===== src/design/dtq_pkg.sv =====
// dtq_pkg: shared constants and types of the delta timer queue.
// No dependencies; imported by dtq_cell, delta_timer_queue, dtq_fire_checker and the testbench.
`timescale 1ns / 1ps

package dtq_pkg;

   localparam int NUM_TIMERS = 16;
   localparam int IDX_W      = $clog2(NUM_TIMERS);
   localparam int PTR_W      = $clog2(NUM_TIMERS + 1);
   localparam int ID_W       = 4;
   localparam int DELTA_W    = 32;
   localparam int SUM_W      = DELTA_W + PTR_W;
   localparam int CD_W       = 28;
   localparam int TIE_W      = 16;
   localparam int MODE_W     = 2;
   localparam int ADDR_W     = 3;

   localparam logic [TIE_W-1:0] TIE_RESET = TIE_W'(80);
   localparam logic [CD_W-1:0]  CD_MAX    = {CD_W{1'b1}};

   // register byte addresses
   localparam logic [ADDR_W-1:0] ADDR_TIE  = ADDR_W'(0);
   localparam logic [ADDR_W-1:0] ADDR_IDLE = ADDR_W'(4);

   typedef enum logic [MODE_W-1:0] {
      MODE_TICK    = 2'd0,
      MODE_INSTALL = 2'd1,
      MODE_REMOVE  = 2'd2,
      MODE_SET_IV  = 2'd3
   } mode_type;

   typedef enum logic [1:0] {
      CELL_NOP    = 2'd0,
      CELL_INSERT = 2'd1,
      CELL_REMOVE = 2'd2,
      CELL_POP    = 2'd3
   } cell_op_type;

   typedef struct packed {
      logic                valid;
      logic [ID_W-1:0]     id;
      logic [DELTA_W-1:0]  delta;
   } entry_type;

   typedef struct packed {
      cell_op_type         op;
      logic [PTR_W-1:0]    pos;     // insert position
      entry_type           fresh;   // entry to insert
      logic [ID_W-1:0]     target;  // id to remove
   } cell_cmd_type;

endpackage


===== src/design/dtq_cell.sv =====
// dtq_cell: one slot of the sorted delta list; shifts with its neighbors.
// Depends on dtq_pkg.
`timescale 1ns / 1ps

module dtq_cell
   import dtq_pkg::*;
(
   input  logic             clock,
   input  logic             reset,
   input  logic [PTR_W-1:0] cell_index,
   input  cell_cmd_type     cmd,
   input  entry_type        left,
   input  entry_type        right,
   input  logic             seen_in,
   output logic             seen_out,
   output entry_type        entry
);

   entry_type              entry_ff, entry_in;
   logic                   match;
   logic [DELTA_W:0]       merged;
   logic [PTR_W-1:0]       next_pos;

   assign match    = entry_ff.valid && (entry_ff.id == cmd.target);
   assign seen_out = seen_in || match;
   assign merged   = {1'b0, right.delta} + {1'b0, entry_ff.delta};
   assign next_pos = cmd.pos + PTR_W'(1);
   assign entry    = entry_ff;

   always_comb begin
      entry_in = entry_ff;
      unique case (cmd.op)
         CELL_INSERT: begin
            if (cell_index == cmd.pos) begin
               entry_in = cmd.fresh;
            end else if (cell_index == next_pos) begin
               entry_in = left;
               // old occupant of the slot now sits behind the new entry
               entry_in.delta = (left.delta >= cmd.fresh.delta) ?
                                left.delta - cmd.fresh.delta : '0;
            end else if (cell_index > cmd.pos) begin
               entry_in = left;
            end
         end
         CELL_REMOVE: begin
            if (match) begin
               entry_in = right;
               if (right.valid)
                  entry_in.delta = merged[DELTA_W] ? '1 : merged[DELTA_W-1:0];
            end else if (seen_in) begin
               entry_in = right;
            end
         end
         CELL_POP: entry_in = right;
         default:  entry_in = entry_ff;
      endcase
   end

   always_ff @(posedge clock) begin
      if (reset) begin
         entry_ff.valid <= 1'b0;
      end else begin
         entry_ff.valid <= entry_in.valid;
      end
      entry_ff.id    <= entry_in.id;
      entry_ff.delta <= entry_in.delta;
   end

endmodule


===== config.mk =====
export PLATFORM = sky130hd
export DESIGN_NAME = dtq_cell
export DESIGN_NICKNAME = d
export VERILOG_FILES = /design/src/design/dtq_pkg.sv /design/src/design/dtq_cell.sv
export SDC_FILE = /design/constraint.sdc
export NUM_CORES = 1
export LEC_CHECK = 0
export BUFFER_PORTS_ARGS = -buffer_cell sky130_fd_sc_hd__clkbuf_2
export CAP_MARGIN = 5
export CORE_ASPECT_RATIO = 1.2
export CORE_MARGIN = 4
export CORE_UTILIZATION = 28
export DETAILED_ROUTE_END_ITERATION = 10
export SYNTH_ARGS = -nofsm -noshare
export SYNTH_HDL_FRONTEND = slang
export SYNTH_SLANG_ARGS = --single-unit
export TNS_END_PERCENT = 30

===== constraint.sdc =====
create_clock -name clock -period 8.7 [get_ports clock]
set_input_delay 1.305 -clock clock [delete_from_list [all_inputs] [get_ports clock]]
set_output_delay 1.305 -clock clock [all_outputs]
set_load 0.01 [all_outputs]

== Word-level counts from Yosys, hierarchy flattened ==
Cells that the tools add are included.
W data, S select, Z words.

* Add/sub/neg operators: 3
* $lt $le $gt $ge: 2
* Equal/unequal tests: 8
* Multiplexer cells: 9
* Reduce and logical (&&, ||, !) cells: 4

{| class="wikitable"
|+ Operators with widths
! operator !! number
|-
| $mux W37 || 5
|-
| $pmux W37 S3 || 1
|-
| $mux W32 || 3
|-
| $add A32 B32 Y33 || 1
|-
| $ge A32 B32 Y1 || 1
|-
| $sub A32 B32 Y32 || 1
|-
| $eq A5 B5 Y1 || 2
|-
| $add A5 B1 Y5 const B || 1
|-
| $gt A5 B5 Y1 || 1
|-
| $eq A2 B2 Y1 const B || 2
|-
| $eq A4 B4 Y1 || 1
|-
| $ne A4 B4 Y1 const B || 1
|-
| $ne A3 B3 Y1 const B || 1
|-
| $reduce_and A3 Y1 || 1
|-
| $reduce_bool A3 Y1 || 1
|-
| $eq A2 B1 Y1 const B || 1
|-
| $logic_and A1 B1 Y1 || 1
|-
| $logic_or A1 B1 Y1 || 1
|}

* Register bits after elaboration: 37
* Input port bits: 130
* Word-level logic and storage cells: 29

== Longest topological paths before layout ==
* Word-level depth: 5
* Mapped depth: 14
* Gate-level depth less buffers: 13

== Worst setup path before layout ==
OpenSTA, ideal clock, no wires.

* Path type: input -> register
* From: input cmd[41] (netlist bit)
* To: register entry_ff, in the netlist entry[36]
* Data arrival time: 4.726 ns
* Required time: 8.579 ns
* Slack: 3.853 ns
* Stages on the path: 9
* Path through: ha_1 nor2b_1 a31oi_1 nor4_1 nand2_1 clkbuf_1 a31oi_1 mux2i_1 nor2_1

* Cells in the longest elaborated chain, start to end: 5

{| class="wikitable"
|+ RTL lines
! element !! RTL line !! source
|-
| from (decl) || dtq_cell.sv:11 || <nowiki>input cell_cmd_type cmd,</nowiki>
|-
| $add A5 B1 Y5 || dtq_cell.sv:27 || <nowiki>assign next_pos = cmd.pos + PTR_W'(1);</nowiki>
|-
| $eq A5 B5 Y1 || dtq_cell.sv:36 || <nowiki>end else if (cell_index == next_pos) begin</nowiki>
|-
| $mux W37 || dtq_cell.sv:36 ||
|-
| $mux W37 || dtq_cell.sv:34 || <nowiki>if (cell_index == cmd.pos) begin</nowiki>
|-
| $pmux W37 S3 || dtq_cell.sv:32 || <nowiki>unique case (cmd.op)</nowiki>
|-
| to (decl) || dtq_cell.sv:19 || <nowiki>entry_type entry_ff, entry_in;</nowiki>
|}

Parallel ways exist; a longest one is shown, timed or not.
A chain may end at the register's enable or synchronous reset.

==> metrics.cfg <==
[worst_setup_path]
crit_path_max_incr_delay_ps = 430
startpoint = right[0]
cp_data_required_time_ps = 8710
r2r-start = entry[0]$_DFFE_PP_
crit_fanout = 22
critPathBufInv = 2
start_kind = primary input
critical_path.cell_chain = clkbuf_2 -> ha_1 -> fa_1 -> a211o_1 -> nor4bb_1 -> nor2_1 -> a21boi_1 -> o21ai_1 -> or4_1 -> o211ai_1 -> or2_1 -> buf_4 -> o221ai_1 -> o221ai_1
end_kind = flop
worstPathArrival_ps = 4430
crit_family = compound AO/OA/AOI/OAI gates
crit_type = in2reg
slowest_stage = fa_1
cp_common_cell = o221ai_1

[synth]
synth_cells = 757
synthArstFlopShare = 0
synth_area_mm2 = 0.00595
syn_nets = 959
synth_edf_count = 36
yosysWarnings = 0
ys_seq_elements = 37
ys.flop_type = edfxtp_1
syn_area_per_cell_um2 = 7.86
synth.distinct_cells = 62
ys_seq_area_frac = 0.185

[sta]
fin_crit_sh = 0.509
fin_crit_ps = 4430
finalHoldViolations = 0
grt_setup_unrepaired = no
worst_pin_slew_ps = 776
setup_viol = 0
fin_tns_setup_ps = 0
finalMaxSlewViolations = 0
slew_headroom = 0.483
fin_skew_ps = 9.89
finalWorstSetupSlack_ps = 4270
hold_ws_ps = 538
fmax_ghz = 0.226

[detailed_routing]
routed_via_density = 5.33
routedWlPerCell_um = 17.5
drc_errors = 0
ant_nets = 0
drt_iter0_markers = 448
vias = 6266
dr.pass1.iters = 4
drt-total-wl_mm = 20.6

[power_and_ir_drop]
total_power_uw = 884
swShare = 0.395
ir_drop_mv = 0.0636
pwr-share-comb = 0.520
intPower_uw = 535
cellLeakagePower_uw = 0.00332
p_seq_frac = 0.267
power_density_mw_per_mm2 = 123
switchingPower_uw = 350
pwr-share-clk = 0.213

[clocking]
cts.path.max_buffers = 2
cts_tree = done
post_cts_resized = 0
cts_hold_buffers = 0
post_cts.repair.setup_buffers = 0
cts_made_buffers = 5
cts-root-buf = clkbuf_16
path_clk_slew_ps = 60
clock_sinks = 37
clock_latency_ps = 290
htree_levels = 2

[job]
maxCapViolations = 0

[final_layout]
syn_to_final_growth_pct = 21.2
layout.nets = 1105
fin_area_mm2 = 0.00721
drive_gt1_frac = 0.216
mostFrequentLayoutCell = clkbuf_2
largest_reg_flops = 37
final_cell_mix = 167 x clkbuf_2, 70 x ha_1, 66 x a21oi_1

[floorplan]
die_w_um = 141
rows = 58
io_pins = 168
die_h_um = 168
die_area_mm2 = 0.0237
core_area_mm2 = 0.0210
start_util = 0.284

[global_routing]
grt_pass1_wl_mm = 31.9
first_global_vias = 6064
antenna_found_initial = 3
grt_max_degree = 76
grt.overflow.total = 0
grt_usage = 0.166

[min_path]
hold_start = entry[36]$_SDFFE_PP0P_
min_path_type = reg2reg

[placement]
port_buffers = 167
dp_hpwl_mm = 16.8
finalWeightedCongestion = 0.873
dpl_cell_area_mm2 = 0.00706
place_ws_ps = 3980

[run_status]
outcome = finished, final reports clean

final timing paths:
path	slack, ps	depth (start not counted)	to
worst min register to register	540	2	entry[36]$_SDFFE_PP0P_
worst min-delay path	540	2	entry[36]$_SDFFE_PP0P_
worst max register to register	4950	13	entry[14]$_DFFE_PP_
worst max-delay path	4270	14	entry[14]$_DFFE_PP_
layout make-up:
cell class | count | area [µm²]
antenna | 2 | 5.00
clock buffer | 8 | 146
fill | 2227 | 13800
inverter | 53 | 199
multi-input combinational | 632 | 4530
sequential | 37 | 1100
tap | 270 | 338
timing repair buffer | 174 | 888
per-stage QoR:
step | instances | utilization
2_1_floorplan | 757 | -
3_3_place_gp | 1166 | 0.337
3_5_place_dp | 1166 | 0.337
4_1_cts | 1174 | 0.344
5_1_grt | 1175 | 0.344
6_report | 1176 | 0.344
worst reg2reg max path, stage by stage (launching register included):
cell      delay, ps
edfxtp_1        430
ha_1            250
fa_1            430
a211o_1         340
nor4bb_1        150
nor2_1          100
a21boi_1        100
o21ai_1         320
or4_1           170
o211ai_1        120
or2_1           380
buf_4           280
o221ai_1        240
o221ai_1        150
power by group through the flow:
stage	clock (µW)	combinational [µW]	sequential [µW]
after CTS	191	460	236
after global placement	0	457	240
after global routing	197	514	238
after floorplan	0	314	245
final	188	460	236
after detailed placement	0	457	240
logic make-up (layout without fill, tap and decap cells):
group                      after synthesis  in the layout  share of synthesized area
adders and majority gates               72             72                      0.154
DFF                                     37             37                      0.185
muxes                                    9              9                     0.0151
xor gates and xnor gates                57             57                     0.0839
buffers and inverters                   88            235                     0.0568
AOI/OAI and AO/OA                      315            315                      0.361
other                                    0              2                          0
and+or+nand+nor                        179            179                      0.144
synth_stat cells, types with 7 or more instances:
master     n  area [µm²]
o21bai_1   8        60.1
o21ai_0   57         285
a21o_1    35         263
and3_1     9        56.3
a21oi_1   66         330
a31oi_1   18         113
nor3_1     7        35.0
xnor2_1   34         298
nor2b_1   11        68.8
inv_1     53         199
o31ai_1   11        82.6
o21a_1     8        60.1
edfxtp_1  36        1080
o221ai_1  34         298
mux2i_1    9        90.1
a221oi_1   7        61.3
nor2_1    52         195
nand2_1   48         180
nand4_1   13        81.3
xor2_1    23         201
a221o_1   15         150
clkbuf_1  29         109
o21ai_1   12        60.1
ha_1      70         876
nand3_1   13        65.1
per-layer routing:
| layer | share of wire | GRT usage | wire, µm | up-vias |
|---|---|---|---|---|
| li1 | - | - | - | 3200 |
| met3 | 0.054 | 0.0263 | 1120 | 31 |
| met1 | 0.44 | 0.220 | 9010 | 2883 |
| met4 | 0.028 | 0.0531 | 569 | 4 |
| met5 | 0.0010 | 0 | 21 | - |
| met2 | 0.48 | 0.276 | 9880 | 148 |
Power figures use the tool's default switching activity.
